<file path="src/rtl/crc16_frame_appender_macros.svh">
// assertion helpers used by the queue
`ifndef CRC16_FRAME_APPENDER_MACROS_SVH
`define CRC16_FRAME_APPENDER_MACROS_SVH

// same-cycle implication, disabled while in reset
`define CRCFA_ASSERT_NOW(label, clk, rst, ante, cons, msg) \
   label: assert property (@(posedge clk) disable iff (rst) (ante) |-> (cons)) \
      else $error(msg);

// next-cycle implication, disabled while in reset
`define CRCFA_ASSERT_NEXT(label, clk, rst, ante, cons, msg) \
   label: assert property (@(posedge clk) disable iff (rst) (ante) |=> (cons)) \
      else $error(msg);

`endif

</file>
<file path="src/rtl/crcfa_pkg.sv">
package crcfa_pkg;

   typedef struct packed {
      logic [7:0] data;
      logic       eof;
   } item_type;

   typedef struct packed {
      logic       valid;
      logic [2:0] count;
   } release_type;

   typedef struct packed {
      logic empty;
      logic full;
   } queue_status_type;

   localparam logic [15:0] CRC_INIT      = 16'hFFFF;
   localparam logic [15:0] CRC_POLY_REFL = 16'hA001;
   localparam logic [7:0]  ASCII_COLON   = 8'h3A;
   localparam logic [7:0]  ASCII_ZERO    = 8'h30;
   localparam logic [7:0]  ASCII_LETTER  = 8'h37;

   // per-beat output limit and overflow hold limit of the link framing
   localparam logic [3:0] MAX_OUT    = 4'd6;
   localparam logic [3:0] HOLD_LIMIT = 4'd8;
   localparam logic [3:0] WORK_LIMIT = 4'd14;

   localparam int STEP_SLOTS = 8;

   localparam logic CSR_FRAME_MODE = 1'b0;
   localparam logic CSR_APPEND_CRC = 1'b1;

   function automatic logic [15:0] crc_update(input logic [15:0] crc, input logic [7:0] b);
      logic [15:0] c;
      c = crc ^ {8'h00, b};
      for (int i = 0; i < 8; i++) begin
         if (c[0]) begin
            c = (c >> 1) ^ CRC_POLY_REFL;
         end else begin
            c = c >> 1;
         end
      end
      return c;
   endfunction

   function automatic logic [7:0] hex_digit(input logic [3:0] nib);
      logic [7:0] d;
      if (nib < 4'd10) begin
         d = ASCII_ZERO + {4'h0, nib};
      end else begin
         d = ASCII_LETTER + {4'h0, nib};
      end
      return d;
   endfunction

endpackage

</file>
<file path="src/rtl/crc16_frame_appender.sv">
// channel  | ports                                   | moves
// ---------+-----------------------------------------+------------------------------
// req      | req_valid/req_ready, data_byte, last    | one frame byte per beat
// rsp      | rsp_valid/rsp_ready, out_byte, eof      | one link byte per beat
// csr      | csr_wr_en, csr_index, csr_wdata         | frame_mode, append_crc writes
//
// a req beat waits while the front's one-item-per-cycle expander feeds that beat's link bytes
// into the queue; it stalls while the queue is full. rsp bytes leave one per cycle while
// rsp_ready is high and bytes are released, via the output register loaded on each queue pop;
// reset (synchronous) restarts the crc at 0xffff, empties the queue and holds nothing
// either side stalls alone: the queue absorbs bursts, req waits while expanding and in reset
module crc16_frame_appender #(
   parameter int QUEUE_DEPTH = 16
) (
   input  logic       clock,
   input  logic       reset,
   input  logic       req_valid,
   output logic       req_ready,
   input  logic [7:0] req_data_byte,
   input  logic       req_last_of_frame,
   output logic       rsp_valid,
   input  logic       rsp_ready,
   output logic [7:0] rsp_out_byte,
   output logic       rsp_end_of_frame,
   input  logic       csr_wr_en,
   input  logic       csr_index,
   input  logic       csr_wdata
);

   // control registers
   logic frame_mode_ff;
   logic append_crc_ff;

   // front to queue and front to back
   logic                        push_en;
   crcfa_pkg::item_type         push_item;
   crcfa_pkg::release_type      rel;
   crcfa_pkg::queue_status_type q_status;
   crcfa_pkg::item_type         q_head;
   logic                        pop;

   always_ff @(posedge clock) begin
      if (reset) begin
         frame_mode_ff <= 1'b0;
         append_crc_ff <= 1'b1;
      end else if (csr_wr_en) begin
         case (csr_index)
            crcfa_pkg::CSR_FRAME_MODE: frame_mode_ff <= csr_wdata;
            crcfa_pkg::CSR_APPEND_CRC: append_crc_ff <= csr_wdata;
            default: ;
         endcase
      end
   end

   // front: takes each beat, runs the crc, builds the link bytes and feeds them in order;
   // it also tracks how many bytes the link framing lets out per beat and which are held
   crcfa_front u_front (
      .clock             (clock),
      .reset             (reset),
      .req_valid         (req_valid),
      .req_ready         (req_ready),
      .req_data_byte     (req_data_byte),
      .req_last_of_frame (req_last_of_frame),
      .frame_mode        (frame_mode_ff),
      .append_crc        (append_crc_ff),
      .q_status          (q_status),
      .push_en           (push_en),
      .push_item         (push_item),
      .rel               (rel)
   );

   // short queue between the two halves
   crcfa_queue #(
      .DEPTH (QUEUE_DEPTH)
   ) u_queue (
      .clock     (clock),
      .reset     (reset),
      .push      (push_en),
      .push_item (push_item),
      .pop       (pop),
      .head      (q_head),
      .status    (q_status)
   );

   // back: lets released bytes out through the output register; held bytes wait
   // for the next req beat to release them
   crcfa_back #(
      .QUEUE_DEPTH (QUEUE_DEPTH)
   ) u_back (
      .clock            (clock),
      .reset            (reset),
      .rel              (rel),
      .q_empty          (q_status.empty),
      .q_head           (q_head),
      .pop              (pop),
      .rsp_valid        (rsp_valid),
      .rsp_ready        (rsp_ready),
      .rsp_out_byte     (rsp_out_byte),
      .rsp_end_of_frame (rsp_end_of_frame)
   );

endmodule

</file>
<file path="src/rtl/crcfa_front.sv">
module crcfa_front (
   input  logic                       clock,
   input  logic                       reset,
   input  logic                       req_valid,
   output logic                       req_ready,
   input  logic [7:0]                 req_data_byte,
   input  logic                       req_last_of_frame,
   input  logic                       frame_mode,
   input  logic                       append_crc,
   input  crcfa_pkg::queue_status_type q_status,
   output logic                       push_en,
   output crcfa_pkg::item_type        push_item,
   output crcfa_pkg::release_type     rel
);

   crcfa_pkg::item_type    items_ff [crcfa_pkg::STEP_SLOTS];
   crcfa_pkg::item_type    list_in  [crcfa_pkg::STEP_SLOTS];
   logic [2:0]             cnt_ff, idx_ff;
   logic                   busy_ff;
   logic [15:0]            crc_ff, crc_next;
   logic                   start_ff;
   logic [3:0]             hold_ff, hold_in;
   crcfa_pkg::release_type rel_ff;

   logic                   accept, last_push, add;
   logic [2:0]             p, kept, n_out;
   logic [3:0]             work;
   logic [7:0]             src_byte [3];
   logic                   src_en   [3];
   logic                   src_end  [3];

   assign crc_next = crcfa_pkg::crc_update(crc_ff, req_data_byte);
   assign add      = append_crc & req_last_of_frame;

   assign src_byte[0] = req_data_byte;
   assign src_en[0]   = 1'b1;
   assign src_end[0]  = req_last_of_frame & ~append_crc;
   assign src_byte[1] = crc_next[7:0];
   assign src_en[1]   = add;
   assign src_end[1]  = 1'b0;
   assign src_byte[2] = crc_next[15:8];
   assign src_en[2]   = add;
   assign src_end[2]  = 1'b1;

   // lay the beat's items out in link order
   always_comb begin
      for (int i = 0; i < crcfa_pkg::STEP_SLOTS; i++) begin
         list_in[i] = '0;
      end
      p = 3'd0;
      if (frame_mode && start_ff) begin
         list_in[p] = '{data: crcfa_pkg::ASCII_COLON, eof: 1'b0};
         p = p + 3'd1;
      end
      for (int s = 0; s < 3; s++) begin
         if (src_en[s]) begin
            if (frame_mode) begin
               list_in[p] = '{data: crcfa_pkg::hex_digit(src_byte[s][7:4]), eof: 1'b0};
               list_in[p + 3'd1] = '{data: crcfa_pkg::hex_digit(src_byte[s][3:0]),
                                     eof: src_end[s]};
               p = p + 3'd2;
            end else begin
               list_in[p] = '{data: src_byte[s], eof: src_end[s]};
               p = p + 3'd1;
            end
         end
      end
   end

   // per-beat release and hold bookkeeping
   always_comb begin
      work  = hold_ff + {1'b0, p};
      n_out = (work > crcfa_pkg::MAX_OUT) ? crcfa_pkg::MAX_OUT[2:0] : work[2:0];
      if (work > crcfa_pkg::WORK_LIMIT) begin
         hold_in = crcfa_pkg::HOLD_LIMIT;
         kept    = p - 3'd1;
      end else begin
         hold_in = (work > crcfa_pkg::MAX_OUT) ? work - crcfa_pkg::MAX_OUT : 4'd0;
         kept    = p;
      end
   end

   assign push_en   = busy_ff & ~q_status.full;
   assign push_item = items_ff[idx_ff];
   assign last_push = push_en & (idx_ff == cnt_ff - 3'd1);
   assign req_ready = ~reset & (~busy_ff | last_push);
   assign accept    = req_valid & req_ready;
   assign rel       = rel_ff;

   always_ff @(posedge clock) begin
      if (reset) begin
         busy_ff  <= 1'b0;
         idx_ff   <= 3'd0;
         cnt_ff   <= 3'd0;
         crc_ff   <= crcfa_pkg::CRC_INIT;
         start_ff <= 1'b1;
         hold_ff  <= 4'd0;
         rel_ff   <= '0;
      end else begin
         rel_ff.valid <= accept;
         if (accept) begin
            busy_ff      <= 1'b1;
            idx_ff       <= 3'd0;
            cnt_ff       <= kept;
            crc_ff       <= req_last_of_frame ? crcfa_pkg::CRC_INIT : crc_next;
            start_ff     <= req_last_of_frame;
            hold_ff      <= hold_in;
            rel_ff.count <= n_out;
         end else if (push_en) begin
            idx_ff <= idx_ff + 3'd1;
            if (last_push) begin
               busy_ff <= 1'b0;
            end
         end
      end
   end

   always_ff @(posedge clock) begin
      if (accept) begin
         items_ff <= list_in;
      end
   end

endmodule

</file>
<file path="src/rtl/crcfa_queue.sv">
`include "crc16_frame_appender_macros.svh"

module crcfa_queue #(
   parameter int DEPTH = 16
) (
   input  logic                        clock,
   input  logic                        reset,
   input  logic                        push,
   input  crcfa_pkg::item_type         push_item,
   input  logic                        pop,
   output crcfa_pkg::item_type         head,
   output crcfa_pkg::queue_status_type status
);

   localparam int PTR_W = $clog2(DEPTH);
   localparam int CNT_W = $clog2(DEPTH + 1);

   crcfa_pkg::item_type mem_ff [DEPTH];
   logic [PTR_W-1:0]    wr_ptr_ff, rd_ptr_ff;
   logic [CNT_W-1:0]    count_ff;

   function automatic logic [PTR_W-1:0] wrap_inc(input logic [PTR_W-1:0] ptr);
      return (ptr == PTR_W'(DEPTH - 1)) ? '0 : ptr + 1'b1;
   endfunction

   assign head         = mem_ff[rd_ptr_ff];
   assign status.empty = (count_ff == '0);
   assign status.full  = (count_ff == CNT_W'(DEPTH));

   always_ff @(posedge clock) begin
      if (reset) begin
         wr_ptr_ff <= '0;
         rd_ptr_ff <= '0;
         count_ff  <= '0;
      end else begin
         if (push) begin
            wr_ptr_ff <= wrap_inc(wr_ptr_ff);
         end
         if (pop) begin
            rd_ptr_ff <= wrap_inc(rd_ptr_ff);
         end
         if (push && !pop) begin
            count_ff <= count_ff + 1'b1;
         end else if (pop && !push) begin
            count_ff <= count_ff - 1'b1;
         end
      end
   end

   always_ff @(posedge clock) begin
      if (push) begin
         mem_ff[wr_ptr_ff] <= push_item;
      end
   end

   `CRCFA_ASSERT_NOW(a_no_overflow, clock, reset, push, !status.full || pop, "queue overflow")
   `CRCFA_ASSERT_NOW(a_no_underflow, clock, reset, pop, !status.empty, "queue underflow")
   `CRCFA_ASSERT_NEXT(a_count_up, clock, reset, push && !pop, count_ff == $past(count_ff) + 1'b1, "queue count did not rise")
   `CRCFA_ASSERT_NOW(a_count_bound, clock, reset, 1'b1, count_ff <= CNT_W'(DEPTH), "queue count beyond depth")

endmodule

</file>
<file path="src/rtl/crcfa_back.sv">
module crcfa_back #(
   parameter int QUEUE_DEPTH = 16
) (
   input  logic                   clock,
   input  logic                   reset,
   input  crcfa_pkg::release_type rel,
   input  logic                   q_empty,
   input  crcfa_pkg::item_type    q_head,
   output logic                   pop,
   output logic                   rsp_valid,
   input  logic                   rsp_ready,
   output logic [7:0]             rsp_out_byte,
   output logic                   rsp_end_of_frame
);

   // released items wait in the queue or in the front's expander
   localparam int AVAIL_W = $clog2(QUEUE_DEPTH + 8);

   logic [AVAIL_W-1:0]  avail_ff, avail_in;
   logic                valid_ff;
   crcfa_pkg::item_type out_ff;

   assign pop = ~q_empty & (avail_ff != '0) & (~valid_ff | rsp_ready);

   always_comb begin
      avail_in = avail_ff;
      if (rel.valid) begin
         avail_in = avail_in + AVAIL_W'(rel.count);
      end
      if (pop) begin
         avail_in = avail_in - 1'b1;
      end
   end

   always_ff @(posedge clock) begin
      if (reset) begin
         avail_ff <= '0;
         valid_ff <= 1'b0;
      end else begin
         avail_ff <= avail_in;
         if (pop) begin
            valid_ff <= 1'b1;
         end else if (rsp_ready) begin
            valid_ff <= 1'b0;
         end
      end
   end

   always_ff @(posedge clock) begin
      if (pop) begin
         out_ff <= q_head;
      end
   end

   assign rsp_valid        = valid_ff;
   assign rsp_out_byte     = out_ff.data;
   assign rsp_end_of_frame = out_ff.eof;

endmodule

</file>
<file path="config.mk">
export PLATFORM = sky130hd
export DESIGN_NAME = crc16_frame_appender
export DESIGN_NICKNAME = d
export VERILOG_FILES = /design/src/rtl/crcfa_pkg.sv /design/src/rtl/crc16_frame_appender.sv /design/src/rtl/crcfa_front.sv /design/src/rtl/crcfa_queue.sv /design/src/rtl/crcfa_back.sv
export VERILOG_INCLUDE_DIRS = /design/src /design/src/rtl
export SDC_FILE = /design/constraint.sdc
export NUM_CORES = 1
export LEC_CHECK = 0
export BUFFER_PORTS_ARGS = -buffer_cell sky130_fd_sc_hd__buf_2
export CELL_PAD_IN_SITES_DETAIL_PLACEMENT = 0
export CELL_PAD_IN_SITES_GLOBAL_PLACEMENT = 1
export CORE_UTILIZATION = 53
export DETAILED_ROUTE_END_ITERATION = 8
export PLACE_DENSITY = 0.81
export SLEW_MARGIN = 0
export SYNTH_ARGS = -nofsm -noshare
export SYNTH_HDL_FRONTEND = slang
export SYNTH_HIERARCHICAL = 1
export SYNTH_SLANG_ARGS = --single-unit
</file>
<file path="constraint.sdc">
create_clock -name clock -period 5.4 [get_ports clock]
set_input_delay 1.62 -clock clock [delete_from_list [all_inputs] [get_ports clock]]
set_output_delay 1.62 -clock clock [all_outputs]
set_load 0.02 [all_outputs]
</file>
== Yosys cells after proc, flatten, opt, wreduce, memory -nomap -nowiden ==
Memory sizes are Yosys's and may differ from the RTL's. A register that Yosys moved wholly into a read port is not among the register bits.
Cells that the tools add are included.

* Add/subtract/negate cells: 29
* Multiply operators: 0
* Divide/modulo/power cells: 0
* Magnitude comparators: 21
* Eq/ne operators: 4
* Shift-type cells: 0
* Mux-type cells: 78
* Bitwise logic cells: 33
* Reduce and logical (&&, ||, !) cells: 21

{| class="wikitable"
|+ Operator list
! cell !! count
|-
| $bwmux 72 || 9
|-
| $mux 72 || 5
|-
| $demux 9 s3 || 6
|-
| $mux 16 || 9
|-
| $mux 8 || 14
|-
| $add 6x4->7 const A || 12
|-
| $mux 9 || 8
|-
| $ge 4x4->1 const B || 7
|-
| $not 3->4 || 7
|-
| $bmux 9 s3 || 1
|-
| $lt 4x1->1 const B || 6
|-
| $lt 4x4->1 const B || 6
|-
| $not 2->3 || 8
|-
| $mux 3 || 7
|-
| $mux 7 || 3
|-
| $mux 5 || 4
|-
| $mux 4 || 4
|-
| $xor 16x8->16 || 1
|-
| $add 3x1->3 const B || 4
|-
| $sub 5x1->5 const B || 2
|-
| $add 3x2->3 const B || 3
|-
| $logic_and 1x1->1 || 9
|-
| $add 4x1->4 const B || 2
|-
| $and 1x1->1 || 8
|-
| 19 further kinds || 41
|}

* Bits in registers: 125
* Latch bits: 0
* Bits in writable memories: 144
* Bits in read-only memories: 0
* Bits of input ports: 16
* Output and inout port bits: 11
* Word-level logic and storage cells: 218
* Memories kept: 1

{| class="wikitable"
|+ Memories
! memory !! words !! bits a word !! rd ports !! clocked after memory_dff !! write ports !! line !! text
|-
| u_queue.mem_ff || 16 || 9 || 1 || 1 || 1 || crcfa_queue.sv:18 || <nowiki>crcfa_pkg::item_type mem_ff [DEPTH];</nowiki>
|}

== Logic depth before layout (Yosys ltp) ==
Gate-level depths: netlist of run 1.

* Depth in word-level cells: 29
* Depth in mapped cells: 16
* Gate-level depth less buffers: 13

== Modules after synthesis ==
The synthesis of run 1 kept the hierarchy.

{| class="wikitable"
|+ By module, submodules not included
! module !! instances !! cells an instance !! area each (sq um) !! sequential area each (sq um)
|-
| crcfa_queue || 1 || 331 || 6,416.2 || 4,664.5
|-
| crcfa_front || 1 || 618 || 6,346.1 || 2,802.7
|-
| crcfa_back || 1 || 56 || 723.2 || 390.4
|-
| crc16_frame_appender || 1 || 8 || 87.6 || 40.0
|}

== Worst setup path after synthesis of run 1 ==
Ideal clock, no wire load.

* Kind: input port to flip-flop
* From: input req_data_byte[3]
* To: register u_front/items_ff[39] (netlist name) (data pin)
* Setup time: 0.152 ns
* Data arrival time: 4.477 ns
* Required time: 5.248 ns
* Path slack: 0.770 ns
* Cell stages on the path: 14
* Path buffers: 2
* Cell sequence: buf_2 > xnor2_4 > xnor3_2 > xor2_2 > xnor2_1 > ha_1 > clkbuf_1 > xor2_1 > ha_1 > nand2_1 > o21ai_0 > o21ai_0 > a211o_1 > o21ai_0

{| class="wikitable"
|+ RTL lines
! what !! line !! text
|-
| start: declaration || crc16_frame_appender.sv:19 || <nowiki>input logic [7:0] req_data_byte,</nowiki>
|-
| end signal: assignment || crcfa_front.sv:120 || <nowiki>items_ff <= list_in;</nowiki>
|-
| end: declaration || crcfa_front.sv:16 || <nowiki>crcfa_pkg::item_type items_ff [crcfa_pkg::STEP_SLOTS];</nowiki>
|}

==> metrics.yaml, run 1 <==
power:
  vdd_drop_max_v: 0.0002587
  p_leak_nw: 5.242
  power_density_mw_per_mm2: 397.9
drt:
  drt.antenna.violating_nets: 0
  overall_via_count_from_detail_route: 8362
  drt-total-wl_um: 29710
  dr.pass1.iters: 6
  drt-wirelength-per-cell_um: 21.53
  route.detailed.vias_per_inst: 6.059
  remaining_drc_errors: 0
  drt_iter0_drc: 811
placed_design:
  place.detailed.hpwl_um: 20580
  globalplace.congestion: 0.9347
  io_buffers: 26
  post-place-ws_ns: 0.3879
  placed_area_mm2: 0.01393
floorplanning:
  design.die.area_mm2: 0.02625
  die_h_um: 162.0
  core-area_mm2: 0.02518
  chipWidth_um: 162.0
  floorplan.io_pins: 27
  initial_core_util: 0.5390
  std_cell_rows: 58
yosys:
  synth_area_mm2: 0.01357
  synth_async_sr_flop_share: 0
  synth_cell_types: 84
  seq_area_frac_synth: 0.5819
  synth_edf_count: 225
  ys_ff_latch: 282
  syn-mean-instance-area_um2: 13.40
  post_synthesis_cells: 1013
  synth_flop_cell: "sky130_fd_sc_hd__edfxtp_1"
  yosys_warnings: 6
min_path:
  hold_class: "reg2reg"
global_routing:
  grt_usage: 0.2331
  global_route.overflow_total: 0
  grt_pass1_vias: 8274
  grt_max_degree: 61
  grt_antenna_before_repair: 0
  grt_pass1_wl_um: 46970
clock_tree:
  cts.clk_slew.worst_paths_ns: 0.06
  numCtsBuffers: 28
  tritoncts: "yes"
  cts_max_level: 1
  postCtsHoldBufs: 0
  cts_root_buffer: "sky130_fd_sc_hd__clkbuf_16"
  cts_buffer_depth: 3
  clkSinkCount: 282
  cts_repair_resize_count: 0
  post_cts.repair.setup_buffers: 0
  clock_latency_ns: 0.55
sta:
  fmax_mhz: 220.3
  setup_viol: 0
  finalCriticalPeriod_ns: 4.540
  total_negative_slack_for_setup_checks_ns: 0
  slew-limit-headroom: 0.2715
  finalHoldViolCount: 0
  post-route-period-util: 0.8407
  rsz0062_at_grt: "no"
  timing.final.ws_setup_ns: 0.8602
  timing.final.max_slew_violations: 0
  finalClockSkew_ns: 0.02827
  hold_worst_slack_ns: 0.4645
  worst-slew-pin-transition_ns: 1.089
final_layout:
  drive_above_1_share: 0.1543
  final_util: 0.5882
  syn2layout_area_growth_pct: 9.126
  final_net_count: 1075
  post-route-cell-area_mm2: 0.01481
  diodes: 0
worst_setup_path:
  crit_path_kind: "in2reg"
  endpoint_kind: "flop"
  critical_path.max_fanout: 6
  worst_ep_arrival_time_ns: 4.91
  critical_path.startpoint_type: "input pin"
  required_ns: 5.77
run:
  cap_viol_max_count: 0
status:
  run_status: "finished clean"
==> kinds of logic (layout without fill, tap and decap cells) <==
group	after synthesis	count (layout)	share of synthesized area
flip-flops	282	282	0.5819
AND/OR/NAND/NOR	259	259	0.09228
AO/OA/AOI/OAI	215	215	0.1020
buffers and inverters	94	127	0.03272
multiplexers	83	83	0.1158
XOR/XNOR	49	49	0.04581
adder cells (fa/ha/maj)	30	30	0.02931
other	1	5	0.0002763
==> cell usage after synthesis, drive strengths merged (10+ instances only) <==
cell | n | area, um^2
dfxtp | 57 | 1141
ha | 27 | 337.8
clkbuf | 26 | 108.9
inv | 38 | 142.6
nor2 | 82 | 307.8
o21ai | 56 | 295.3
mux2 | 10 | 112.6
a21oi | 65 | 332.8
nand3 | 14 | 75.07
xor2 | 14 | 137.6
mux4 | 54 | 1269
buf | 30 | 192.7
mux2i | 19 | 190.2
a22oi | 20 | 150.1
nand2 | 77 | 289.0
and2 | 22 | 137.6
a31oi | 10 | 62.56
xnor2 | 32 | 415.4
edfxtp | 225 | 6756
==> power breakdown <==
part	switching (mW)	internal (mW)	leakage, nW
logic	0.847	0.589	2.29
clock network	0.795	1.06	0.416
registers	0.0717	2.53	2.54
==> flip-flops by register name, summed over array words and instances (netlist names), 5 cells and up, named ones only <==
register             cells
u_back/rsp_out_byte      8
u_back/avail_ff          5
u_front/items_ff        72
u_queue/mem_ff         144
u_front/crc_ff          16
u_queue/count_ff         5
==> cells in the final DEF, fill, tap and decap left out, types with 10 or more instances in the layout <==
master	n
sky130_fd_sc_hd__mux2i_1	19
sky130_fd_sc_hd__a21oi_1	63
sky130_fd_sc_hd__mux4_1	14
sky130_fd_sc_hd__xor2_1	12
sky130_fd_sc_hd__clkbuf_16	28
sky130_fd_sc_hd__xnor2_1	20
sky130_fd_sc_hd__ha_1	27
sky130_fd_sc_hd__a22oi_1	20
sky130_fd_sc_hd__nand3_1	13
sky130_fd_sc_hd__a31oi_1	10
sky130_fd_sc_hd__buf_4	11
sky130_fd_sc_hd__mux4_2	40
sky130_fd_sc_hd__edfxtp_1	225
sky130_fd_sc_hd__mux2_2	10
sky130_fd_sc_hd__buf_2	26
sky130_fd_sc_hd__and2_1	22
sky130_fd_sc_hd__dfxtp_1	56
sky130_fd_sc_hd__nand2_1	77
sky130_fd_sc_hd__nor2_1	82
sky130_fd_sc_hd__o21ai_0	51
sky130_fd_sc_hd__inv_1	36
==> layer usage <==
metal	routed length (um)	part of all wire	track usage	vias to the layer above
met5	0	0	0	-
met1	12430	0.42	0.3028	4112
met4	1034	0.035	0.08834	0
li1	-	-	-	3880
met2	14680	0.49	0.4003	294
met3	1566	0.053	0.02937	76
==> layout make-up <==
cell class	instances	area, um^2
fill	1940	10370
sequential	282	7899
multi-input combinational	641	5246
clock buffer	35	737.0
tap	330	412.9
timing repair buffer	38	232.7
inverter	38	142.6
clock inverter	16	141.4
==> worst paths after layout <==
kind | start | endpoint | slack, ns | cells past startpoint
worst max-delay path | req_data_byte[4] | u_front/items_ff[39] | 0.86 | 13
worst min register to register | u_front/hold_ff[0] | u_front/hold_ff[0] | 0.46 | 2
worst min-delay path | u_front/hold_ff[0] | u_front/hold_ff[0] | 0.46 | 2
worst max register to register | u_front/crc_ff[4] | u_front/items_ff[39] | 1.67 | 12
==> critical path, stage by stage <==
cell,delay (ns)
sky130_fd_sc_hd__buf_2,0.12
sky130_fd_sc_hd__xnor2_2,0.30
sky130_fd_sc_hd__xnor3_2,0.52
sky130_fd_sc_hd__xor2_2,0.18
sky130_fd_sc_hd__xnor2_1,0.27
sky130_fd_sc_hd__ha_1,0.38
sky130_fd_sc_hd__xor2_1,0.40
sky130_fd_sc_hd__ha_1,0.27
sky130_fd_sc_hd__nand2_1,0.06
sky130_fd_sc_hd__o21ai_0,0.27
sky130_fd_sc_hd__o21ai_0,0.13
sky130_fd_sc_hd__a211o_1,0.29
sky130_fd_sc_hd__o21ai_0,0.07
==> per-stage QoR <==
stage,power (mW),cells
6_report,5.893,1380
3_3_place_gp,4.057,1329
4_1_cts,5.934,1380
3_5_place_dp,4.074,1329
2_1_floorplan,3.757,1017
5_1_grt,6.157,1380
Note: power is estimated with default switching activity, not from simulation.
==> run 2: changes to the inputs <==
--- a/config.mk
+++ b/config.mk
@@ -6,10 +6,11 @@
 export SDC_FILE = /design/constraint.sdc
 export NUM_CORES = 1
 export LEC_CHECK = 0
+export ABC_AREA = 1
 export BUFFER_PORTS_ARGS = -buffer_cell sky130_fd_sc_hd__buf_2
 export CELL_PAD_IN_SITES_DETAIL_PLACEMENT = 0
 export CELL_PAD_IN_SITES_GLOBAL_PLACEMENT = 1
-export CORE_UTILIZATION = 53
+export CORE_UTILIZATION = 49
 export DETAILED_ROUTE_END_ITERATION = 8
 export PLACE_DENSITY = 0.81
 export SLEW_MARGIN = 0
==> constraint.sdc (replaced) <==
create_clock -name clock -period 4.4 [get_ports clock]
set_input_delay 1.32 -clock clock [delete_from_list [all_inputs] [get_ports clock]]
set_output_delay 1.32 -clock clock [all_outputs]
set_load 0.02 [all_outputs]
==> run 2 against run 1 <==
  * Non-clock buffer count is 20 higher
  * Global-route usage increased by 0.50 points
  * Via count increased by 32%
  * Flip-flop and latch count unchanged
  * Critical path depth increased by 8
  * Register-to-register slack worse by 0.63 ns
  * Clock skew shrank 0.0055 ns
  * Critical path type unchanged
==> metrics.yaml, run 2 <==
status:
  run_status: "finished clean"
power:
  total_switching_power_mw: 2.615  # +53%
  share_comb_of_total_power: 0.261  # +0.017
  p_seq_frac: 0.408  # -0.033
  vdd_drop_max_v: 0.0003030  # +17%
  post-layout-total-power_mw: 7.905  # +34%
  power_report.internal_total_mw: 5.290  # +27%
  clkPwrFrac: 0.331  # +0.016
  switching_share: 0.3308  # +0.03996
  power_density_mw_per_mm2: 497.1  # +25%
  p_leak_nw: 6.873  # +31%
final_layout:
  post_layout_nonfiller_instances: 2080  # +51%
  layout_common_cells: "417 x sky130_fd_sc_hd__nand2_1, 225 x sky130_fd_sc_hd__edfxtp_1, 223 x sky130_fd_sc_hd__inv_1, 157 x sky130_fd_sc_hd__nor2_1, 153 x sky130_fd_sc_hd__nand3_1"
  largest_registers: "u_queue/mem_ff x144, u_front/items_ff x72, u_front/crc_ff x16"
  final_common_cell: "sky130_fd_sc_hd__nand2_1"
  drive_above_1_share: 0.1008  # -0.05346
  syn2layout_area_growth_pct: 11.23
  diodes: 0  # unchanged
  post-route-cell-area_mm2: 0.01590  # +7.4%
  final_net_count: 1718  # +60%
  largest_register_ff_count: 144  # unchanged
  final_util: 0.5540  # -0.03418
  fillers: 2645  # +36%
  max_flop_register: "u_queue/mem_ff"
placed_design:
  placed_area_mm2: 0.01486  # +6.6%
  placed_cells: 2024  # +52%
  io_buffers: 26  # unchanged
  globalplace.congestion: 0.9490  # +1.5%
  place.detailed.hpwl_um: 24530  # +19%
  post-place-ws_ns: 0.03126  # -0.3567 ns
worst_setup_path:
  worst_ep_arrival_time_ns: 4.28  # -0.63 ns
  endpoint_kind: "flop"
  critical_path.startpoint_type: "input pin"
  required_ns: 4.87  # -0.90 ns
  critical_path.max_fanout: 7  # +1
  worstSetupStartpoint: "req_last_of_frame"
  crit_path_kind: "in2reg"
  critical_path.reg2reg.startpoint: "frame_mode_ff"
clock_tree:
  cts_max_level: 1  # unchanged
  numCtsBuffers: 30  # +7.1%
  tritoncts: "yes"
  cts_repair_resize_count: 0  # unchanged
  cts_buffer_depth: 3  # unchanged
  postCtsHoldBufs: 0  # unchanged
  clock_latency_ns: 0.56  # about the same
  post_cts.repair.setup_buffers: 0  # unchanged
  cts_root_buffer: "sky130_fd_sc_hd__clkbuf_16"
  cts.clk_slew.worst_paths_ns: 0.06  # about the same
  clkSinkCount: 282  # unchanged
yosys:
  seq_area_frac_synth: 0.5524  # -0.02943
  syn-mean-instance-area_um2: 8.771  # -35%
  post_synthesis_cells: 1630  # +61%
  synth_flop_cell: "sky130_fd_sc_hd__edfxtp_1"
  ys_ff_latch: 282  # unchanged
  synth_async_sr_flop_share: 0  # unchanged
  synth.most_common_cell: "sky130_fd_sc_hd__nand2_1"
  ys_top_cells_by_count: "417 x sky130_fd_sc_hd__nand2_1, 225 x sky130_fd_sc_hd__edfxtp_1, 224 x sky130_fd_sc_hd__inv_1"
  yosys_warnings: 6  # unchanged
  fraction_of_post_synthesis_cell_area_in_the_top_cell_type_by_area: 0.4726  # -0.02518
  synth_area_mm2: 0.01430  # +5.3%
  synth_cell_types: 53  # -37%
  yosys-top-cells-area: "sky130_fd_sc_hd__edfxtp_1 47%, sky130_fd_sc_hd__nand2_1 11%, sky130_fd_sc_hd__dfxtp_1 8.0%, sky130_fd_sc_hd__inv_1 5.9%, sky130_fd_sc_hd__nand3_1 5.4%"
  synth_edf_count: 225  # unchanged
  synth_largest_area_cell: "sky130_fd_sc_hd__edfxtp_1"
global_routing:
  grt_pass1_wl_um: 56540  # +20%
  grt_usage: 0.2380  # +0.004959
  grt_pass1_vias: 10550  # +27%
  global_route.overflow_total: 0  # unchanged
  grt_max_degree: 73  # +20%
  grt_antenna_before_repair: 0  # unchanged
sta:
  worst-slew-pin-transition_ns: 1.208  # +0.1192 ns
  finalCriticalPeriod_ns: 3.807
  finalHoldViolCount: 0  # unchanged
  setup_viol: 0  # unchanged
  post-route-period-util: 0.8653
  slew-limit-headroom: 0.1910  # -0.08057
  timing.final.max_slew_violations: 0  # unchanged
  finalClockSkew_ns: 0.02275  # -0.005516 ns
  hold_worst_slack_ns: 0.4573  # -0.007224 ns
  rsz0062_at_grt: "no"
  fmax_mhz: 262.7
  timing.final.ws_setup_ns: 0.5927  # -0.2675 ns
  total_negative_slack_for_setup_checks_ns: 0  # unchanged
drt:
  remaining_drc_errors: 0  # unchanged
  route.detailed.vias_per_inst: 5.304  # -12%
  overall_via_count_from_detail_route: 11030  # +32%
  drt-total-wl_um: 35690  # +20%
  drt.antenna.violating_nets: 0  # unchanged
  drt_iter0_drc: 991  # +22%
  dr.pass1.iters: 6  # unchanged
  drt-wirelength-per-cell_um: 17.16  # -20%
min_path:
  launch_instance_of_the_worst_min_delay_path: "u_front/hold_ff[0]"
  hold_class: "reg2reg"
floorplanning:
  die_h_um: 172.8  # +6.7%
  core-area_mm2: 0.02870  # +14%
  chipWidth_um: 172.8  # +6.7%
  floorplan.io_pins: 27  # unchanged
  std_cell_rows: 62  # +6.9%
  design.die.area_mm2: 0.02986  # +14%
  initial_core_util: 0.4981  # -0.04092
run:
  cap_viol_max_count: 0  # unchanged
==> run 2: changes by cell type in the layout (fill, tap and decap cells not counted), sizes merged, moves of 43 or more <==
| cell | change |
|---|---|
| inv | +217 |
| mux4 | -54 |
| nand2 | +350 |
| nand3 | +143 |
| nor2 | +87 |
| o21ai | +43 |
==> run 2: final timing paths <==
check | endpoint | depth (start not counted) | slack [ns]
hold reg to reg | u_front/hold_ff[0] | 2 | 0.46
setup reg to reg | u_front/hold_ff[3] | 20 | 1.04
setup / recovery | u_front/hold_ff[3] | 21 | 0.59
hold / removal | u_front/hold_ff[0] | 2 | 0.46
==> run 2: power by group through the flow <==
stage | combinational (mW) | sequential (mW) | clock (mW)
2_1_floorplan | 1.46 | 3.31 | 0
3_3_place_gp | 2.02 | 3.28 | 0
3_5_place_dp | 2.04 | 3.28 | 0
4_1_cts | 2.06 | 3.23 | 2.66
5_1_grt | 2.30 | 3.25 | 2.77
6_report | 2.06 | 3.23 | 2.62
==> run 2: per-layer routing <==
layer,global-route usage,share of wire,vias to the layer above
met4,0.08886,0.036,0
met1,0.3041,0.43,5160
met5,0,0,-
li1,-,-,5439
met3,0.02990,0.054,88
met2,0.4138,0.49,346
==> run 2: logic make-up after synthesis <==
| family | count (synthesis) | share of synthesized area |
|---|---|---|
| xor gates and xnor gates | 23 | 0.01777 |
| adders and majority gates | 30 | 0.02783 |
| and+or+nand+nor | 766 | 0.2234 |
| buffers and inverters | 305 | 0.08936 |
| AOI/OAI and AO/OA | 222 | 0.08822 |
| other | 1 | 0.0002623 |
| muxes | 1 | 0.0007002 |
| DFF | 282 | 0.5524 |
==> run 2: area by class of cell <==
cell class,instances,area [um^2],area share
Timing Repair Buffer,58,382.9,0.02408
Tap cell,384,480.5,0.03021
Clock inverter,20,209.0,0.01314
Sequential cell,282,7899,0.4967
Clock buffer,36,837.1,0.05264
Multi-Input combinational cell,1047,5136,0.3230
Inverter,253,957.2,0.06019
==> run 2: critical path: stages <==
cell,delay (ns)
sky130_fd_sc_hd__buf_2,0.12
sky130_fd_sc_hd__nand2_2,0.11
sky130_fd_sc_hd__nor2_2,0.18
sky130_fd_sc_hd__inv_2,0.05
sky130_fd_sc_hd__nand2_1,0.10
sky130_fd_sc_hd__inv_2,0.10
sky130_fd_sc_hd__ha_1,0.30
sky130_fd_sc_hd__inv_1,0.07
sky130_fd_sc_hd__o21ai_0,0.30
sky130_fd_sc_hd__inv_1,0.10
sky130_fd_sc_hd__fa_1,0.41
sky130_fd_sc_hd__xor2_1,0.18
sky130_fd_sc_hd__inv_1,0.08
sky130_fd_sc_hd__ha_1,0.20
sky130_fd_sc_hd__nand2_1,0.07
sky130_fd_sc_hd__nand2_1,0.05
sky130_fd_sc_hd__nand2_1,0.13
sky130_fd_sc_hd__inv_1,0.07
sky130_fd_sc_hd__o21ai_0,0.16
sky130_fd_sc_hd__nand2_1,0.07
sky130_fd_sc_hd__o21ai_0,0.08
